## src/sv/wdt_pkg.sv

```systemverilog
// Types, constants and helper functions of the watchdog timer.
package wdt_pkg;

   typedef enum logic [2:0] {
      MODE_WRITE      = 3'd0,
      MODE_TICK       = 3'd1,
      MODE_RESTART    = 3'd2,
      MODE_FLAG_CLEAR = 3'd3,
      MODE_FLAG_SET   = 3'd4,
      MODE_IRQ_ACK    = 3'd5,
      MODE_CPU_RESET  = 3'd6,
      MODE_SYS_CYCLE  = 3'd7
   } mode_type;

   localparam int CTRL_BITS  = 8;
   localparam int WARN_BITS  = 7;
   localparam int TICKS_BITS = 21;
   localparam int WIN_BITS   = 3;
   localparam int IDX_BITS   = 4;
   localparam int BASE_SHIFT = 11;

   localparam int BIT_WDIF = 7;
   localparam int BIT_WDIE = 6;
   localparam int BIT_PS3  = 5;
   localparam int BIT_WDCE = 4;
   localparam int BIT_WDE  = 3;

   localparam logic [CTRL_BITS-1:0] PRESC_MASK = 8'h27;
   localparam logic [CTRL_BITS-1:0] CTRL_WDE   = 8'h08;

   localparam int WARN_PRESC_CLOSED = 0;
   localparam int WARN_PRESC_RSVD   = 1;
   localparam int WARN_WDE_FUSE     = 2;
   localparam int WARN_WDE_FLAG     = 3;
   localparam int WARN_WDE_CLOSED   = 4;
   localparam int WARN_WDCE_NO_WDE  = 5;
   localparam int WARN_WDIE_FUSE    = 6;

   typedef struct packed {
      mode_type   mode;
      logic [7:0] write_data;
      logic       reset_by_watchdog;
   } item_type;

   typedef struct packed {
      logic [CTRL_BITS-1:0]  control_status;
      logic                  interrupt_request;
      logic                  reset_request;
      logic [TICKS_BITS-1:0] ticks_left;
      logic [WARN_BITS-1:0]  warnings;
   } result_type;

   function automatic logic [IDX_BITS-1:0] presc_index(input logic [CTRL_BITS-1:0] c);
      presc_index = {c[BIT_PS3], c[2:0]};
   endfunction

endpackage

```

## src/sv/wdt_if.sv

```systemverilog
// Channel interfaces of the watchdog timer: event input, result output, fuse write.
interface wdt_req_if;
   logic       valid;
   logic       ready;
   logic [2:0] mode;
   logic [7:0] write_data;
   logic       reset_by_watchdog;

   modport source (output valid, mode, write_data, reset_by_watchdog, input ready);
   modport sink (input valid, mode, write_data, reset_by_watchdog, output ready);
endinterface

interface wdt_rsp_if;
   logic        valid;
   logic        ready;
   logic [7:0]  control_status;
   logic        interrupt_request;
   logic        reset_request;
   logic [20:0] ticks_left;
   logic [6:0]  warnings;

   modport source (output valid, control_status, interrupt_request, reset_request,
                   ticks_left, warnings, input ready);
   modport sink (input valid, control_status, interrupt_request, reset_request,
                 ticks_left, warnings, output ready);
endinterface

interface wdt_csr_if;
   logic valid;
   logic ready;
   logic always_on_fuse;

   modport source (output valid, always_on_fuse, input ready);
   modport sink (input valid, always_on_fuse, output ready);
endinterface

```

## src/sv/watchdog_timer_control.sv

```systemverilog
// Top level of the watchdog timer with timed change-enable control byte.
//
// Usage: every event word arrives on req_ch (mode, write_data, reset_by_watchdog)
// and yields exactly one result word on rsp_ch: the control byte after the event,
// the interrupt request, a one-word reset request pulse, the ticks left to the
// next timeout and a warning mask for refused or reserved writes.
// The fuse is written on csr_ch, which is always ready; it should only be
// written while no event is in flight.
// An accepted event is held in the input register; the update logic then feeds the
// result register, from which the word leaves on rsp_ch. Throughput is one word
// per cycle while rsp_ch takes every word, as the state update is combinational.
// When rsp_ch stalls, the result register holds its word and the input register
// still takes one more word; req_ch.ready falls only when both are full.
// Reset clears the control byte, counter, reset flag, change window and fuse,
// and empties both registers.
module watchdog_timer_control #(
   parameter int COUNTER_BITS  = 20,
   parameter int MAX_INDEX     = 9,
   parameter int CHANGE_CYCLES = 4
) (
   input logic      clock,
   input logic      reset,
   wdt_req_if.sink  req_ch,
   wdt_rsp_if.source rsp_ch,
   wdt_csr_if.sink  csr_ch
);
   import wdt_pkg::*;

   item_type   item;
   logic       item_valid;
   logic       take;
   result_type result;

   assign csr_ch.ready = 1'b1;

   wdt_in_stage u_in (
      .clock      (clock),
      .reset      (reset),
      .req        (req_ch),
      .take       (take),
      .item       (item),
      .item_valid (item_valid)
   );

   wdt_core #(
      .COUNTER_BITS  (COUNTER_BITS),
      .MAX_INDEX     (MAX_INDEX),
      .CHANGE_CYCLES (CHANGE_CYCLES)
   ) u_core (
      .clock        (clock),
      .reset        (reset),
      .item         (item),
      .item_valid   (item_valid),
      .take         (take),
      .csr_write    (csr_ch.valid),
      .csr_fuse     (csr_ch.always_on_fuse),
      .result       (result),
      .result_valid (rsp_ch.valid),
      .result_ready (rsp_ch.ready)
   );

   assign rsp_ch.control_status    = result.control_status;
   assign rsp_ch.interrupt_request = result.interrupt_request;
   assign rsp_ch.reset_request     = result.reset_request;
   assign rsp_ch.ticks_left        = result.ticks_left;
   assign rsp_ch.warnings          = result.warnings;

endmodule

```

## src/sv/wdt_in_stage.sv

```systemverilog
// Input register of the watchdog timer: holds one accepted event word.
module wdt_in_stage (
   input  logic               clock,
   input  logic               reset,
   wdt_req_if.sink            req,
   input  logic               take,
   output wdt_pkg::item_type  item,
   output logic               item_valid
);
   import wdt_pkg::*;

   logic     valid_ff, valid_in;
   item_type item_ff;
   logic     accept;

   assign req.ready  = !valid_ff || take;
   assign accept     = req.valid && req.ready;
   assign item       = item_ff;
   assign item_valid = valid_ff;

   always_comb begin
      priority if (accept) begin
         valid_in = 1'b1;
      end else if (take) begin
         valid_in = 1'b0;
      end else begin
         valid_in = valid_ff;
      end
   end

   always_ff @(posedge clock) begin
      if (reset) begin
         valid_ff <= 1'b0;
      end else begin
         valid_ff <= valid_in;
      end
   end

   always_ff @(posedge clock) begin
      if (accept) begin
         item_ff.mode              <= mode_type'(req.mode);
         item_ff.write_data        <= req.write_data;
         item_ff.reset_by_watchdog <= req.reset_by_watchdog;
      end
   end

endmodule

```

## src/sv/wdt_core.sv

```systemverilog
// Watchdog state, the per-event update logic and the result register.
module wdt_core #(
   parameter int COUNTER_BITS  = 20,
   parameter int MAX_INDEX     = 9,
   parameter int CHANGE_CYCLES = 4
) (
   input  logic                clock,
   input  logic                reset,
   input  wdt_pkg::item_type   item,
   input  logic                item_valid,
   output logic                take,
   input  logic                csr_write,
   input  logic                csr_fuse,
   output wdt_pkg::result_type result,
   output logic                result_valid,
   input  logic                result_ready
);
   import wdt_pkg::*;

   localparam int PER_BITS = BASE_SHIFT + MAX_INDEX + 1;
   localparam int WW0 = (COUNTER_BITS > PER_BITS) ? COUNTER_BITS : PER_BITS;
   localparam int WW  = (WW0 > TICKS_BITS) ? WW0 : TICKS_BITS;
   localparam logic [IDX_BITS-1:0] MAX_IDX = IDX_BITS'(MAX_INDEX);
   localparam logic [WIN_BITS-1:0] WIN_LOAD = WIN_BITS'(CHANGE_CYCLES);

   logic [CTRL_BITS-1:0]    ctrl_ff, ctrl_in;
   logic [COUNTER_BITS-1:0] cnt_ff, cnt_in;
   logic                    flag_ff, flag_in;
   logic [WIN_BITS-1:0]     win_ff, win_in;
   logic                    fuse_ff;
   result_type              result_ff, result_in;
   logic                    valid_ff, valid_in;

   function automatic logic [WW-1:0] period_of(input logic [CTRL_BITS-1:0] c);
      logic [IDX_BITS-1:0] idx;
      idx = presc_index(c);
      if (idx > MAX_IDX) begin
         period_of = '0;
      end else begin
         period_of = WW'(1) << (BASE_SHIFT + int'(idx));
      end
   endfunction

   assign take         = item_valid && (!valid_ff || result_ready);
   assign result       = result_ff;
   assign result_valid = valid_ff;

   always_comb begin
      logic [CTRL_BITS-1:0] c;
      logic [7:0]           d;
      logic                 ce_open;
      logic [WARN_BITS-1:0] w;
      logic                 rst;
      logic [WW-1:0]        per_t, per_f, cnt_w, left;

      c       = ctrl_ff;
      d       = item.write_data;
      ce_open = ctrl_ff[BIT_WDCE];
      w       = '0;
      rst     = 1'b0;
      cnt_in  = cnt_ff;
      flag_in = flag_ff;
      win_in  = win_ff;
      per_t   = '0;

      unique case (item.mode)
         MODE_WRITE: begin
            if (presc_index(d) != presc_index(c)) begin
               if (!ce_open) begin
                  w[WARN_PRESC_CLOSED] = 1'b1;
               end else begin
                  c = (c & ~PRESC_MASK) | (d & PRESC_MASK);
                  if (presc_index(d) > MAX_IDX) begin
                     w[WARN_PRESC_RSVD] = 1'b1;
                  end
               end
            end
            if (!d[BIT_WDE] && c[BIT_WDE]) begin
               priority if (fuse_ff) begin
                  w[WARN_WDE_FUSE] = 1'b1;
               end else if (flag_ff) begin
                  w[WARN_WDE_FLAG] = 1'b1;
               end else if (!ce_open) begin
                  w[WARN_WDE_CLOSED] = 1'b1;
               end else begin
                  c[BIT_WDE] = 1'b0;
               end
            end else if (!fuse_ff) begin
               c[BIT_WDE] = d[BIT_WDE];
            end
            if (d[BIT_WDCE] && !c[BIT_WDCE]) begin
               if (d[BIT_WDE]) begin
                  c[BIT_WDCE] = 1'b1;
                  win_in      = WIN_LOAD;
               end else begin
                  w[WARN_WDCE_NO_WDE] = 1'b1;
               end
            end else if (!d[BIT_WDCE]) begin
               c[BIT_WDCE] = 1'b0;
               win_in      = '0;
            end
            if (d[BIT_WDIE] && fuse_ff) begin
               w[WARN_WDIE_FUSE] = 1'b1;
            end else if (!fuse_ff) begin
               c[BIT_WDIE] = d[BIT_WDIE];
            end
            if (d[BIT_WDIF]) begin
               c[BIT_WDIF] = 1'b0;
            end
         end
         MODE_TICK: begin
            if (c[BIT_WDE] || c[BIT_WDIE]) begin
               cnt_in = cnt_ff + COUNTER_BITS'(1);
               per_t  = period_of(c);
               if (per_t != '0 && (WW'(cnt_in) & (per_t - WW'(1))) == '0) begin
                  if (c[BIT_WDIE]) begin
                     c[BIT_WDIF] = 1'b1;
                  end else begin
                     rst = 1'b1;
                  end
               end
            end
         end
         MODE_RESTART: begin
            cnt_in = '0;
         end
         MODE_FLAG_CLEAR: begin
            flag_in = 1'b0;
         end
         MODE_FLAG_SET: begin
            flag_in    = 1'b1;
            c[BIT_WDE] = 1'b1;
         end
         MODE_IRQ_ACK: begin
            c[BIT_WDIF] = 1'b0;
            if (c[BIT_WDE]) begin
               c[BIT_WDIE] = 1'b0;
            end
         end
         MODE_CPU_RESET: begin
            if (item.reset_by_watchdog) begin
               flag_in = 1'b1;
            end
            c      = (fuse_ff || flag_in) ? CTRL_WDE : '0;
            win_in = '0;
         end
         MODE_SYS_CYCLE: begin
            if (win_ff != '0) begin
               win_in = win_ff - WIN_BITS'(1);
               if (win_in == '0) begin
                  c[BIT_WDCE] = 1'b0;
               end
            end
         end
         default: begin
            c = ctrl_ff;
         end
      endcase

      ctrl_in = c;
      per_f   = period_of(c);
      cnt_w   = WW'(cnt_in);
      left    = (per_f == '0) ? '0 : per_f - (cnt_w & (per_f - WW'(1)));

      result_in.control_status    = c;
      result_in.interrupt_request = c[BIT_WDIF] && c[BIT_WDIE];
      result_in.reset_request     = rst;
      result_in.ticks_left        = left[TICKS_BITS-1:0];
      result_in.warnings          = w;
   end

   always_comb begin
      priority if (take) begin
         valid_in = 1'b1;
      end else if (result_ready) begin
         valid_in = 1'b0;
      end else begin
         valid_in = valid_ff;
      end
   end

   always_ff @(posedge clock) begin
      if (reset) begin
         ctrl_ff  <= '0;
         cnt_ff   <= '0;
         flag_ff  <= 1'b0;
         win_ff   <= '0;
         fuse_ff  <= 1'b0;
         valid_ff <= 1'b0;
      end else begin
         valid_ff <= valid_in;
         if (csr_write) begin
            fuse_ff <= csr_fuse;
            if (csr_fuse) begin
               ctrl_ff <= (ctrl_ff | CTRL_WDE) & ~(CTRL_BITS'(1) << BIT_WDIE);
            end
         end else if (take) begin
            ctrl_ff <= ctrl_in;
            cnt_ff  <= cnt_in;
            flag_ff <= flag_in;
            win_ff  <= win_in;
         end
      end
   end

   always_ff @(posedge clock) begin
      if (take) begin
         result_ff <= result_in;
      end
   end

endmodule

```

## src/flat_wrapper.sv

```systemverilog
// flat-port wrapper written by rule: the top's interface ports become plain ports
module watchdog_timer_control_flat import wdt_pkg::*;
#(
   parameter int COUNTER_BITS  = 20,
   parameter int MAX_INDEX     = 9,
   parameter int CHANGE_CYCLES = 4
)
  (clock, reset, req_ch_valid, req_ch_mode, req_ch_write_data, req_ch_reset_by_watchdog, req_ch_ready, rsp_ch_valid, rsp_ch_control_status, rsp_ch_interrupt_request, rsp_ch_reset_request, rsp_ch_ticks_left, rsp_ch_warnings, rsp_ch_ready, csr_ch_valid, csr_ch_always_on_fuse, csr_ch_ready);
  wdt_req_if req_ch_i ();
  wdt_rsp_if rsp_ch_i ();
  wdt_csr_if csr_ch_i ();
  input logic clock;
  input logic reset;
  input wire logic [$bits(req_ch_i.valid)-1:0] req_ch_valid;
  input wire logic [$bits(req_ch_i.mode)-1:0] req_ch_mode;
  input wire logic [$bits(req_ch_i.write_data)-1:0] req_ch_write_data;
  input wire logic [$bits(req_ch_i.reset_by_watchdog)-1:0] req_ch_reset_by_watchdog;
  output wire logic [$bits(req_ch_i.ready)-1:0] req_ch_ready;
  output wire logic [$bits(rsp_ch_i.valid)-1:0] rsp_ch_valid;
  output wire logic [$bits(rsp_ch_i.control_status)-1:0] rsp_ch_control_status;
  output wire logic [$bits(rsp_ch_i.interrupt_request)-1:0] rsp_ch_interrupt_request;
  output wire logic [$bits(rsp_ch_i.reset_request)-1:0] rsp_ch_reset_request;
  output wire logic [$bits(rsp_ch_i.ticks_left)-1:0] rsp_ch_ticks_left;
  output wire logic [$bits(rsp_ch_i.warnings)-1:0] rsp_ch_warnings;
  input wire logic [$bits(rsp_ch_i.ready)-1:0] rsp_ch_ready;
  input wire logic [$bits(csr_ch_i.valid)-1:0] csr_ch_valid;
  input wire logic [$bits(csr_ch_i.always_on_fuse)-1:0] csr_ch_always_on_fuse;
  output wire logic [$bits(csr_ch_i.ready)-1:0] csr_ch_ready;
  assign req_ch_i.valid = req_ch_valid;
  assign req_ch_i.mode = req_ch_mode;
  assign req_ch_i.write_data = req_ch_write_data;
  assign req_ch_i.reset_by_watchdog = req_ch_reset_by_watchdog;
  assign req_ch_ready = req_ch_i.ready;
  assign rsp_ch_valid = rsp_ch_i.valid;
  assign rsp_ch_control_status = rsp_ch_i.control_status;
  assign rsp_ch_interrupt_request = rsp_ch_i.interrupt_request;
  assign rsp_ch_reset_request = rsp_ch_i.reset_request;
  assign rsp_ch_ticks_left = rsp_ch_i.ticks_left;
  assign rsp_ch_warnings = rsp_ch_i.warnings;
  assign rsp_ch_i.ready = rsp_ch_ready;
  assign csr_ch_i.valid = csr_ch_valid;
  assign csr_ch_i.always_on_fuse = csr_ch_always_on_fuse;
  assign csr_ch_ready = csr_ch_i.ready;
  watchdog_timer_control #(.COUNTER_BITS(COUNTER_BITS), .MAX_INDEX(MAX_INDEX), .CHANGE_CYCLES(CHANGE_CYCLES)) u_core (.clock(clock), .reset(reset), .req_ch(req_ch_i), .rsp_ch(rsp_ch_i), .csr_ch(csr_ch_i));
endmodule
```

## config.mk

```make
export PLATFORM = sky130hd
export DESIGN_NAME = watchdog_timer_control_flat
export DESIGN_NICKNAME = d
export VERILOG_FILES = /design/src/sv/wdt_pkg.sv /design/src/sv/wdt_if.sv /design/src/sv/watchdog_timer_control.sv /design/src/sv/wdt_in_stage.sv /design/src/sv/wdt_core.sv /design/src/flat_wrapper.sv
export SDC_FILE = /design/constraint.sdc
export NUM_CORES = 1
export LEC_CHECK = 0
export ABC_AREA = 1
export CORE_MARGIN = 2
export CORE_UTILIZATION = 60
export CTS_CLUSTER_SIZE = 25
export DETAILED_ROUTE_END_ITERATION = 10
export DONT_BUFFER_PORTS = 1
export PLACE_DENSITY = 0.76
export REMOVE_ABC_BUFFERS = 1
export SLEW_MARGIN = 20
export SYNTH_ARGS = -nofsm -noshare
export SYNTH_HDL_FRONTEND = slang
export SYNTH_SLANG_ARGS = --single-unit
```

## constraint.sdc

```tcl
create_clock -name clock -period 3.9 [get_ports clock]
set_input_delay 0.78 -clock clock [delete_from_list [all_inputs] [get_ports clock]]
set_output_delay 0.78 -clock clock [all_outputs]
set_load 0.01 [all_outputs]
```

==> impl_summary.txt, run 1 <==
----------------------------------------------------
[Place]
  Placement Setup Slack ... 0.0792 ns
  Number of input and output port buffers inserted ... 0
  Final estimated routing congestion in global placement ... 0.991
  DP HPWL ... 13700 um
  Number of instances in the placed design ... 1023

[Yosys]
  Top-area cell type share of the netlist area ... 0.245
  Gate count after technology mapping ... 891
  Largest cells by area after synthesis ... edfxtp_1, nand2_1, dfxtp_1
  Mean instance size in the synthesized netlist ... 6.89 sq um
  Warnings, synthesis ... 0
  Async set-or-reset flop fraction in the synthesized netlist ... 0
  Xor and xnor fraction of the mapped netlist area ... 0.0171
  Most frequently used flop master after synthesis ... edfxtp_1
  Number of enable flip-flop cells after synthesis ... 50
  FF+latch count, synth ... 85
  Fraction of the mapped netlist area in adder cells ... 0.0298
  Synthesized cell area ... 6130 sq um
  Register area share after synthesis ... 0.359
  Leading cell types by count after synthesis ... nand2_1, inv_1, nor2_1
  Multiplexer area fraction after synthesis ... 0
  Library cell with the highest instance count after synthesis ... nand2_1
  Synth Area in Simple Gates ... 0.343
  Fraction of the mapped netlist area in compound gates ... 0.144
  Distinct cells, synth ... 53
  Largest family of logic cells by synthesized area ... simple AND/OR/NAND/NOR gates
  Area leader, netlist ... edfxtp_1

[Drt]
  Number of violations reported at the end of detailed-routing iteration 0 ... 555
  Via count ... 6130
  Detailed Routing Iterations Pass 1 ... 6
  Vias per cell ... 5.84
  Wirelength per Cell ... 17.0 um
  Number of nets still failing antenna checks after routing ... 0
  Post-detailed-route DRC marker count ... 0
  Total wirelength of the detailed-routed design ... 17800 um

[Layout]
  Antenna diode count ... 0
  Number of fill cells in the layout ... 845
  Layout overhead on the synthesized area ... 8.14%
  Post-layout instance count excluding filler cells ... 1050
  Fraction of final layout cells with drive strength greater than 1 ... 0.125
  Post-layout nets ... 944

[Pwr]
  Max rail drop VDD ... 0.247 mV
  Cell leakage power ... 3.05 nW
  Power density over the cells ... 348 nW/um^2

[Clock tree]
  Clock latency on the worst-skew pair ... 0.37 ns
  Number of hold-repair buffers added at the cts stage ... 0
  CTS sink cnt ... 85
  CTS tree ... done
  CTS Buf Count ... 9
  Level count of the clock H-tree ... 3
  Root buffer cell ... clkbuf_8
  CTS Buffer Depth ... 2
  Clock-pin slew on the worst setup and hold paths ... 0.09 ns

[Floorplanning]
  Die area ... 11000 sq um
  Top-level I/O count ... 59
  Initial cell density of the core ... 0.622
  Horizontal die dimension ... 105 um
  Std-Cell Rows ... 36
  Vertical extent of the die ... 105 um
  Placeable core region ... 9860 sq um

[Global route]
  Global route total overflow ... 0
  Wire length of the first global-routing pass ... 28100 um
  Antenna violations before repair ... 0
  Pin count of the biggest net entering global routing ... 51
  GRT Util Overall ... 0.323
  Vias in the first global route ... 5614

[STA]
  Final period util ... 0.941
  Total negative slack ... 0 ns
  Worst slew margin relative to its limit ... 0.556
  Final hold viol count ... 0
  Number of failing setup endpoints in the final timing report ... 0
  Final critical delay including setup and external delays ... 3.67 ns
  Fmax achieved ... 273 MHz
  Measured slew at the worst slew-check pin ... 0.660 ns
  Layout Skew ... 0.0111 ns
  Pins over their slew limit ... 0
  Worst-case setup margin in the final layout ... 0.231 ns

[Critical path]
  Maximum net fanout on the critical path ... 7
  Critical path arrival ... 3.80 ns
  Kind of start point of the critical path ... flop
  Crit end category ... flop
  Critical Path RT ... 4.03 ns
  Worst Setup Path Type ... reg2reg

[Run status]
  Status ... finished, final reports clean

[Hold path]
  Class of the tightest hold or removal check ... in2reg

[Run]
  MaxCap Viol Count ... 0

----------------------------------------------------
stage by stage:
| stage | util | cell area [sq um] | hold slack (ns) | total power, W |
|---|---|---|---|---|
| 2_1_floorplan | - | 6050 | 0.476 | 0.00149 |
| 3_3_place_gp | 0.639 | 6300 | 0.496 | 0.00161 |
| 3_5_place_dp | 0.639 | 6300 | 0.521 | 0.00163 |
| 4_1_cts | 0.659 | 6500 | 0.467 | 0.00228 |
| 5_1_grt | 0.673 | 6630 | 0.461 | 0.00241 |
| 6_report | 0.673 | 6630 | 0.482 | 0.00231 |
cell families (layout without fill, tap and decap cells):
logic type	count (synthesis)	count (layout)
xor+xnor	12	12
simple gates	457	457
buf+inv	162	179
compound gates	159	159
other cells	2	11
flops	85	85
fa+ha+maj	14	14
flip-flops by register name, summed over array words and instances, names as in the netlist:
signal	flops
u_core.u_core.result	38
u_core.u_core.cnt_ff	20
u_core.u_in.item	12
u_core.u_core.ctrl_ff	8
u_core.u_core.win_ff	3
u_core.u_core.flag_ff	1
u_core.u_core.fuse_ff	1
u_core.u_core.result_valid	1
u_core.u_in.item_valid	1
where the power goes:
| part | internal [W] | switching, W | total (W) |
|---|---|---|---|
| logic | 0.000188 | 0.000373 | 0.000561 |
| registers | 0.00103 | 0.0000600 | 0.00109 |
| clock network | 0.000303 | 0.000358 | 0.000661 |
layout by cell type, fill, tap and decap left out, types with 3 or more instances in the layout:
| master | netlist | final |
|---|---|---|
| nand2_1 | 202 | 202 |
| inv_1 | 127 | 125 |
| nor2_1 | 92 | 88 |
| nand3_1 | 75 | 74 |
| a21oi_1 | 66 | 65 |
| o21ai_0 | 57 | 57 |
| edfxtp_1 | 50 | 50 |
| dfxtp_1 | 35 | 34 |
| buf_4 | 5 | 23 |
| nand4_1 | 18 | 18 |
| nand2_2 | 17 | 17 |
| nor3_1 | 17 | 15 |
| nor2_2 | 11 | 14 |
| inv_2 | 11 | 13 |
| ha_1 | 13 | 12 |
| xor2_1 | 11 | 11 |
| conb_1 | 2 | 11 |
| clkbuf_8 | 0 | 9 |
| nand3_2 | 7 | 8 |
| o21ai_1 | 6 | 6 |
| o21a_1 | 6 | 6 |
| nand2_4 | 4 | 4 |
| o211ai_1 | 4 | 4 |
| nor3_2 | 1 | 3 |
| nand3b_1 | 3 | 3 |
| or2_2 | 3 | 3 |
| a21oi_2 | 2 | 3 |
| clkinv_4 | 0 | 3 |
metal layers:
metal  vias up  part of all wire  wire length (um)  global-route usage
met2       320              0.46              8260               0.513
met4         0             0.023               406               0.122
met1      2813              0.42              7540               0.432
met3        44             0.091              1620              0.0717
li1       2953                 -                 -                   -
met5         -                 0                 0                   0
cell type report:
cell class / instances / area (sq um) / share of cell area
Inverter: 140 / 528 / 0.0796
Clock inverter: 6 / 72.6 / 0.0109
Clock buffer: 10 / 128 / 0.0192
Timing Repair Buffer: 23 / 173 / 0.0260
Multi-Input combinational cell: 653 / 3360 / 0.507
Sequential cell: 85 / 2200 / 0.332
Tap cell: 133 / 166 / 0.0251
path summary, 6_finish.rpt:
path	from	endpoint	slack, ns	cells after the start
worst max-delay path	u_core.u_in.item[9]	u_core.u_core.result[27]	0.23	20
worst min-delay path	reset	u_core.u_in.item_valid	0.48	1
worst max register to register	u_core.u_in.item[9]	u_core.u_core.result[27]	0.23	20
worst min register to register	u_core.u_core.win_ff[1]	u_core.u_core.win_ff[1]	0.53	2
worst max-delay path, stage by stage (launching register included):
cell and delay (ns):
edfxtp_1 0.47, inv_2 0.15, nand3_2 0.14, nand3_1 0.18, nand2_4 0.11, nor2_2 0.22, ha_4 0.27, nand3_1 0.09
nor2_2 0.06, nand3_2 0.07, buf_4 0.15, nand2_1 0.08, nor3_2 0.26, a21oi_1 0.10, nand3b_1 0.17, ha_1 0.31
nand2_1 0.09, nor3_2 0.18, nand2_1 0.10, a21oi_1 0.16, nor2_1 0.06
what timing repair did:
item | in CTS | in global routing
gates resized for setup | 0 | 14
setup buffers | 0 | 11
setup endpoints to repair | 0 | 3
hold endpoints to repair | 0 | 0
No activity file was read; power rests on OpenSTA's default activity.
==> run 2: changes to the inputs <==
==> constraint.sdc (replaced) <==
create_clock -name clock -period 4.5 [get_ports clock]
set_input_delay 0.9 -clock clock [delete_from_list [all_inputs] [get_ports clock]]
set_output_delay 0.9 -clock clock [all_outputs]
set_load 0.01 [all_outputs]
==> run 2 against run 1 <==
Largest power group unchanged. Highest routed layer unchanged. Maximum frequency fell by 8.6%. Register-to-register slack better by 0.25 ns. Via count shrank 0.47%. Core utilization fell by 1.9 points. Worst hold slack gained 0.050 ns. Design area fell by 2.8%. Routed wire length rose by 1.3%.
==> impl_summary.txt, run 2 (synthesis results as in run 1) <==
----------------------------------------------------
[Pwr]
  Overall Power ... 0.00200 W (-14%)
  Max rail drop VDD ... 0.225 mV (-8.9%)
  Power density over the cells ... 310 nW/um^2 (-11%)
  Cell leakage power ... 2.95 nW (-3.0%)

[Clock tree]
  Number of cells upsized or downsized after cts ... 0 (unchanged)
  Clock-pin slew on the worst setup and hold paths ... 0.09 ns (about the same)
  CTS tree ... done
  CTS sink cnt ... 85 (unchanged)
  Number of hold-repair buffers added at the cts stage ... 0 (unchanged)
  Clock latency on the worst-skew pair ... 0.37 ns (about the same)
  CTS Buffer Depth ... 2 (unchanged)
  Root buffer cell ... clkbuf_8
  Level count of the clock H-tree ... 3 (unchanged)
  CTS Buf Count ... 9 (unchanged)
  Setup Buffers After CTS ... 0 (unchanged)

[Drt]
  Total wirelength of the detailed-routed design ... 18100 um (+1.3%)
  Detailed Routing Iterations Pass 1 ... 6 (unchanged)
  Number of violations reported at the end of detailed-routing iteration 0 ... 653 (+18%)
  Via count ... 6101 (-0.47%)
  Wirelength per Cell ... 17.5 um (+3.2%)
  Number of nets still failing antenna checks after routing ... 0 (unchanged)
  Vias per cell ... 5.92 (+1.4%)
  Post-detailed-route DRC marker count ... 0 (unchanged)

[Place]
  Final estimated routing congestion in global placement ... 0.977 (-1.4%)
  Number of instances in the placed design ... 1015 (-0.78%)
  DP HPWL ... 14100 um (+2.7%)
  Number of input and output port buffers inserted ... 0 (unchanged)
  Placement Setup Slack ... 0.552 ns (+0.473 ns)

[Critical path]
  Worst Setup Path Type ... reg2reg
  Kind of start point of the critical path ... flop
  Critical Path RT ... 4.62 ns (+0.59 ns)
  Crit end category ... flop
  Worst R2R Start ... u_core.u_in.item[11]
  Maximum net fanout on the critical path ... 8 (+1)
  Crit path from ... u_core.u_in.item[11]
  Critical path arrival ... 4.14 ns (+0.34 ns)

[Run status]
  Status ... finished, final reports clean

[STA]
  Final hold viol count ... 0 (unchanged)
  Worst-case setup margin in the final layout ... 0.484 ns (+0.253 ns)
  Fmax achieved ... 249 MHz (-8.6%)
  Total negative slack ... 0 ns (unchanged)
  Measured slew at the worst slew-check pin ... 0.666 ns (+0.00653 ns)
  Layout Skew ... 0.00970 ns (-0.00142 ns)
  Worst slew margin relative to its limit ... 0.551 (-0.00440)
  RSZ-0062 raised after global routing ... false
  Pins over their slew limit ... 0 (unchanged)
  Final period util ... 0.892 (-0.0483)
  Final critical delay including setup and external delays ... 4.02 ns (+0.347 ns)
  Tightest hold margin ... 0.532 ns (+0.0503 ns)
  Number of failing setup endpoints in the final timing report ... 0 (unchanged)

[Floorplanning]
  Die area ... 11000 sq um (unchanged)
  Std-Cell Rows ... 36 (unchanged)
  Top-level I/O count ... 59 (unchanged)
  Vertical extent of the die ... 105 um (unchanged)
  Placeable core region ... 9860 sq um (unchanged)
  Initial cell density of the core ... 0.622 (unchanged)
  Horizontal die dimension ... 105 um (unchanged)

[Layout]
  Fraction of final layout cells with drive strength greater than 1 ... 0.0935 (-0.0319)
  Area occupied by multi-input gates ... 3320 sq um (-1.4%)
  Number of fill cells in the layout ... 887 (+5.0%)
  Max FFs per register ... 38 (unchanged)
  Antenna diode count ... 0 (unchanged)
  Post-layout instance count excluding filler cells ... 1031 (-1.8%)
  Post-layout nets ... 925 (-2.0%)
  Most used cells in the layout excluding fill and tap cells ... nand2_1, inv_1, nor2_1
  Sequential standard cell area ... 2200 sq um (about the same)
  Commonest non-fill, non-tap cell in the layout ... nand2_1
  Layout overhead on the synthesized area ... 5.10%

[Global route]
  Antenna violations before repair ... 0 (unchanged)
  GRT Util Overall ... 0.328 (+0.00428)
  Wire length of the first global-routing pass ... 28300 um (+0.49%)
  Met3 routing resource usage after global routing ... 0.0618 (-0.00998)
  GRT busiest layer ... met2
  Met1 track demand over resource ... 0.447 (+0.0151)
  Vias in the first global route ... 5543 (-1.3%)
  Pin count of the biggest net entering global routing ... 49 (-3.9%)
  Met2 demand-to-capacity share in global routing ... 0.524 (+0.0111)
  Global route total overflow ... 0 (unchanged)

[Run]
  MaxCap Viol Count ... 0 (unchanged)

[Hold path]
  Class of the tightest hold or removal check ... reg2reg
  Worst Hold Launch ... u_core.u_core.win_ff[1]

----------------------------------------------------
==> run 2: layer usage <==
metal	wire length, um	vias to the layer above
met5	0	-
met4	449	0
met3	1740	42
met2	8250	342
met1	7620	2801
li1	-	2916
==> run 2: layout make-up <==
class,count,area share
multi-input cells,653,0.514
flip-flops and latches,85,0.342
inverters,140,0.0819
well taps,133,0.0258
clock buffers,10,0.0198
clock inverters,6,0.0118
repair buffers,4,0.00466
==> run 2: final timing paths <==
path                                    to  slack, ns  cells after the start
hold / removal     u_core.u_core.win_ff[1]       0.53                      2
hold reg to reg    u_core.u_core.win_ff[1]       0.53                      2
setup reg to reg  u_core.u_core.result[26]       0.48                     22
setup / recovery  u_core.u_core.result[26]       0.48                     22
==> run 2: worst max-delay path, stage by stage (launching register included) <==
cell and delay, ns:
edfxtp_1 0.60, inv_2 0.16, nand2_4 0.14, nand3_1 0.15, nand2_4 0.15, nor2_2 0.07, ha_1 0.39, nand3_1 0.11
nor2_1 0.21, nand3_2 0.19, nand2_1 0.15, nor2_1 0.06, nand2_1 0.08, nor3_1 0.06, or2_2 0.26, nand3_1 0.07
ha_1 0.24, inv_1 0.12, o21ai_0 0.10, a21oi_1 0.19, nand3_1 0.11, nand2_1 0.07, nor2_1 0.05
==> run 2: where the power goes <==
part	switching, W	internal, W
sequential	0.0000542	0.000892
combinational	0.000317	0.000146
clock	0.000321	0.000268
total	0.000693	0.00131
==> run 2: through the flow <==
| step | instance area (sq um) | util |
|---|---|---|
| floorplan | 6050 | - |
| global placement | 6240 | 0.633 |
| detailed placement | 6240 | 0.633 |
| CTS | 6450 | 0.654 |
| global route | 6450 | 0.654 |
| finish | 6450 | 0.654 |
==> run 3: changes to the inputs <==
--- a/config.mk
+++ b/config.mk
@@ -6,7 +6,7 @@
 export NUM_CORES = 1
 export LEC_CHECK = 0
 export ABC_AREA = 1
-export CORE_MARGIN = 2
+export CORE_ASPECT_RATIO = 1.1
 export CORE_UTILIZATION = 60
 export CTS_CLUSTER_SIZE = 25
 export DETAILED_ROUTE_END_ITERATION = 10
==> run 3 against run 2 <==
The run now ends with DRC left. Register-to-register slack improved by 0.03 ns. Final cell count decreased by 0.97%. Critical path depth unchanged. Die area decreased by 3.8%. Design area about the same. Combinational power decreased by 0.9%. Total power decreased by 2.3%. Non-clock buffer count increased by 3. Maximum frequency increased by 0.80%. Core utilization decreased by 0.22 points. First-iteration DRC count decreased by 17%. Largest cell class unchanged. Largest power group unchanged. Highest routed layer unchanged.
==> impl_summary.txt, run 3 (synthesis results as in run 1) <==
----------------------------------------------------
[Layout]
  Post-route design area ... 6440 sq um (about the same)
  Layout overhead on the synthesized area ... 5.02% (about the same)
  Antenna diode count ... 0 (unchanged)
  Area occupied by multi-input gates ... 3320 sq um (unchanged)
  Fraction of final layout cells with drive strength greater than 1 ... 0.0977 (+0.00413)
  Commonest non-fill, non-tap cell in the layout ... nand2_1
  Number of fill cells in the layout ... 881 (-0.68%)
  Post-layout nets ... 928 (+0.32%)
  Sequential standard cell area ... 2200 sq um (unchanged)
  Most used cells in the layout excluding fill and tap cells ... nand2_1, inv_1, nor2_1
  Max FFs per register ... 38 (unchanged)

[Clock tree]
  CTS tree ... done
  Root buffer cell ... clkbuf_8
  CTS sink cnt ... 85 (unchanged)
  Level count of the clock H-tree ... 3 (unchanged)
  Setup Buffers After CTS ... 0 (unchanged)
  Number of hold-repair buffers added at the cts stage ... 0 (unchanged)
  Clock-pin slew on the worst setup and hold paths ... 0.10 ns (about the same)
  CTS Buf Count ... 9 (unchanged)
  CTS Buffer Depth ... 2 (unchanged)
  Clock latency on the worst-skew pair ... 0.38 ns (about the same)
  Number of cells upsized or downsized after cts ... 0 (unchanged)

[Critical path]
  Slowest library cell on the worst path ... edfxtp_1
  Critical path arrival ... 4.13 ns (about the same)
  Crit end category ... flop
  Kind of start point of the critical path ... flop
  Worst Setup Path Type ... reg2reg
  Critical Path RT ... 4.65 ns (+0.03 ns)
  Cell-by-cell trace of the critical path ... inv_2 > nand2_4 > nand3_1 > nand2_4 > nor2_2 > ha_1 > nand3_1 > nor2_1 > nand3_2 > nand2_1 > nor2_1 > nand2_1 > nor3_1 > or2_2 > nand3_1 > ha_1 > nand2_1 > inv_1 > a21oi_1 > nand3_1 > nand2_1 > nor2_1
  Worst path max stage delay ... 0.61 ns (about the same)
  Count of buffer and inverter cells on the critical path ... 2 (unchanged)
  Maximum net fanout on the critical path ... 8 (unchanged)
  Gate family responsible for the most delay along the worst path ... simple AND/OR/NAND/NOR gates

[Global route]
  Pin count of the biggest net entering global routing ... 36 (-27%)
  Antenna violations before repair ... 0 (unchanged)
  Met1 track demand over resource ... 0.433 (-0.0141)
  Met3 routing resource usage after global routing ... 0.0582 (-0.00358)
  Global route total overflow ... 0 (unchanged)
  Wire length of the first global-routing pass ... 26900 um (-4.7%)
  GRT Util Overall ... 0.327 (-0.000515)
  GRT busiest layer ... met2
  Vias in the first global route ... 5403 (-2.5%)
  Met2 demand-to-capacity share in global routing ... 0.527 (+0.00301)

[STA]
  Layout Skew ... 0.00976 ns (+0.0000523 ns)
  Total negative slack ... 0 ns (unchanged)
  Worst-case setup margin in the final layout ... 0.516 ns (+0.0317 ns)
  Fmax achieved ... 251 MHz (+0.80%)
  Final hold viol count ... 0 (unchanged)
  Pins over their slew limit ... 0 (unchanged)
  Measured slew at the worst slew-check pin ... 0.843 ns (+0.177 ns)
  Final period util ... 0.885 (-0.00705)
  Worst slew margin relative to its limit ... 0.437 (-0.114)
  Number of failing setup endpoints in the final timing report ... 0 (unchanged)
  Final critical delay including setup and external delays ... 3.98 ns (-0.0317 ns)
  RSZ-0062 raised after global routing ... false

[Floorplanning]
  Horizontal die dimension ... 98.4 um (-6.4%)
  Vertical extent of the die ... 108 um (+2.8%)
  Die area ... 10600 sq um (-3.8%)
  Initial cell density of the core ... 0.620 (-0.00157)
  Top-level I/O count ... 59 (unchanged)
  Std-Cell Rows ... 38 (+5.6%)
  Placeable core region ... 9890 sq um (+0.25%)

[Drt]
  Detailed Routing Iterations Pass 1 ... 8 (+2)
  Vias per cell ... 5.88 (-0.56%)
  Total wirelength of the detailed-routed design ... 16900 um (-6.3%)
  Post-detailed-route DRC marker count ... 3 (+3)
  Wirelength per Cell ... 16.6 um (-5.4%)
  Number of nets still failing antenna checks after routing ... 0 (unchanged)
  Via count ... 6008 (-1.5%)
  Number of violations reported at the end of detailed-routing iteration 0 ... 545 (-17%)

[Run status]
  Violations in the final reports ... DRC
  Status ... finished with violations

[Place]
  Placement Setup Slack ... 0.585 ns (+0.0337 ns)
  Number of input and output port buffers inserted ... 0 (unchanged)
  DP HPWL ... 13000 um (-7.7%)
  Area after detailed placement ... 6250 sq um (+0.10%)
  Final estimated routing congestion in global placement ... 1.02 (+4.6%)

[Hold path]
  Class of the tightest hold or removal check ... reg2reg

[Pwr]
  Max rail drop VDD ... 0.215 mV (-4.3%)
  Cell leakage power ... 2.96 nW (+0.29%)
  Power density over the cells ... 303 nW/um^2 (-2.2%)

[Run]
  MaxCap Viol Count ... 0 (unchanged)

----------------------------------------------------
run 3: cell types whose count changed in the layout (fill, tap and decap cells not counted), sizes merged:
cell	delta
buf	+3
bufinv	-1
clkbuf	-1
clkinv	+1
clkinvlp	+1
run 3: final cells by class:
cell class / count / share of cell area
multi-input cells: 653 / 0.515
inverters: 140 / 0.0820
clock inverters: 7 / 0.0107
repair buffers: 7 / 0.00816
flip-flops and latches: 85 / 0.342
well taps: 120 / 0.0233
clock buffers: 9 / 0.0192
run 3: path summary, 6_finish.rpt:
| check | end | depth (start not counted) | from | slack [ns] |
|---|---|---|---|---|
| worst min-delay path | u_core.u_core.win_ff[1] | 2 | u_core.u_core.win_ff[1] | 0.53 |
| worst max register to register | u_core.u_core.result[27] | 22 | u_core.u_in.item[11] | 0.52 |
| worst min register to register | u_core.u_core.win_ff[1] | 2 | u_core.u_core.win_ff[1] | 0.53 |
| worst max-delay path | u_core.u_core.result[27] | 22 | u_core.u_in.item[11] | 0.52 |
run 3: power by group:
part	internal (W)	total [W]	switching, W
Combinational	0.000149	0.000459	0.000310
Clock	0.000216	0.000548	0.000333
Sequential	0.000892	0.000946	0.0000536
Total	0.00126	0.00195	0.000696
run 3: tightest hold or removal path: cells and delay by family, from the launching register on:
family	cells	cell delay [ns]
flops	1	0.31
buf+inv	1	0.10
compound gates	1	0.08
run 3: per-layer routing:
| metal | wire length [um] | up-vias |
|---|---|---|
| li1 | - | 2928 |
| met1 | 7350 | 2755 |
| met2 | 7800 | 283 |
| met3 | 1270 | 42 |
| met4 | 507 | 0 |
| met5 | 0 | - |
run 3: stage by stage:
stage          hold WS [ns]  total power (W)   util  std cells
2_1_floorplan         0.476          0.00129      -        878
3_3_place_gp          0.505          0.00139  0.632       1005
3_5_place_dp          0.508          0.00141  0.632       1005
4_1_cts               0.525          0.00195  0.651       1021
5_1_grt               0.546          0.00205  0.651       1021
6_report              0.534          0.00195  0.651       1021
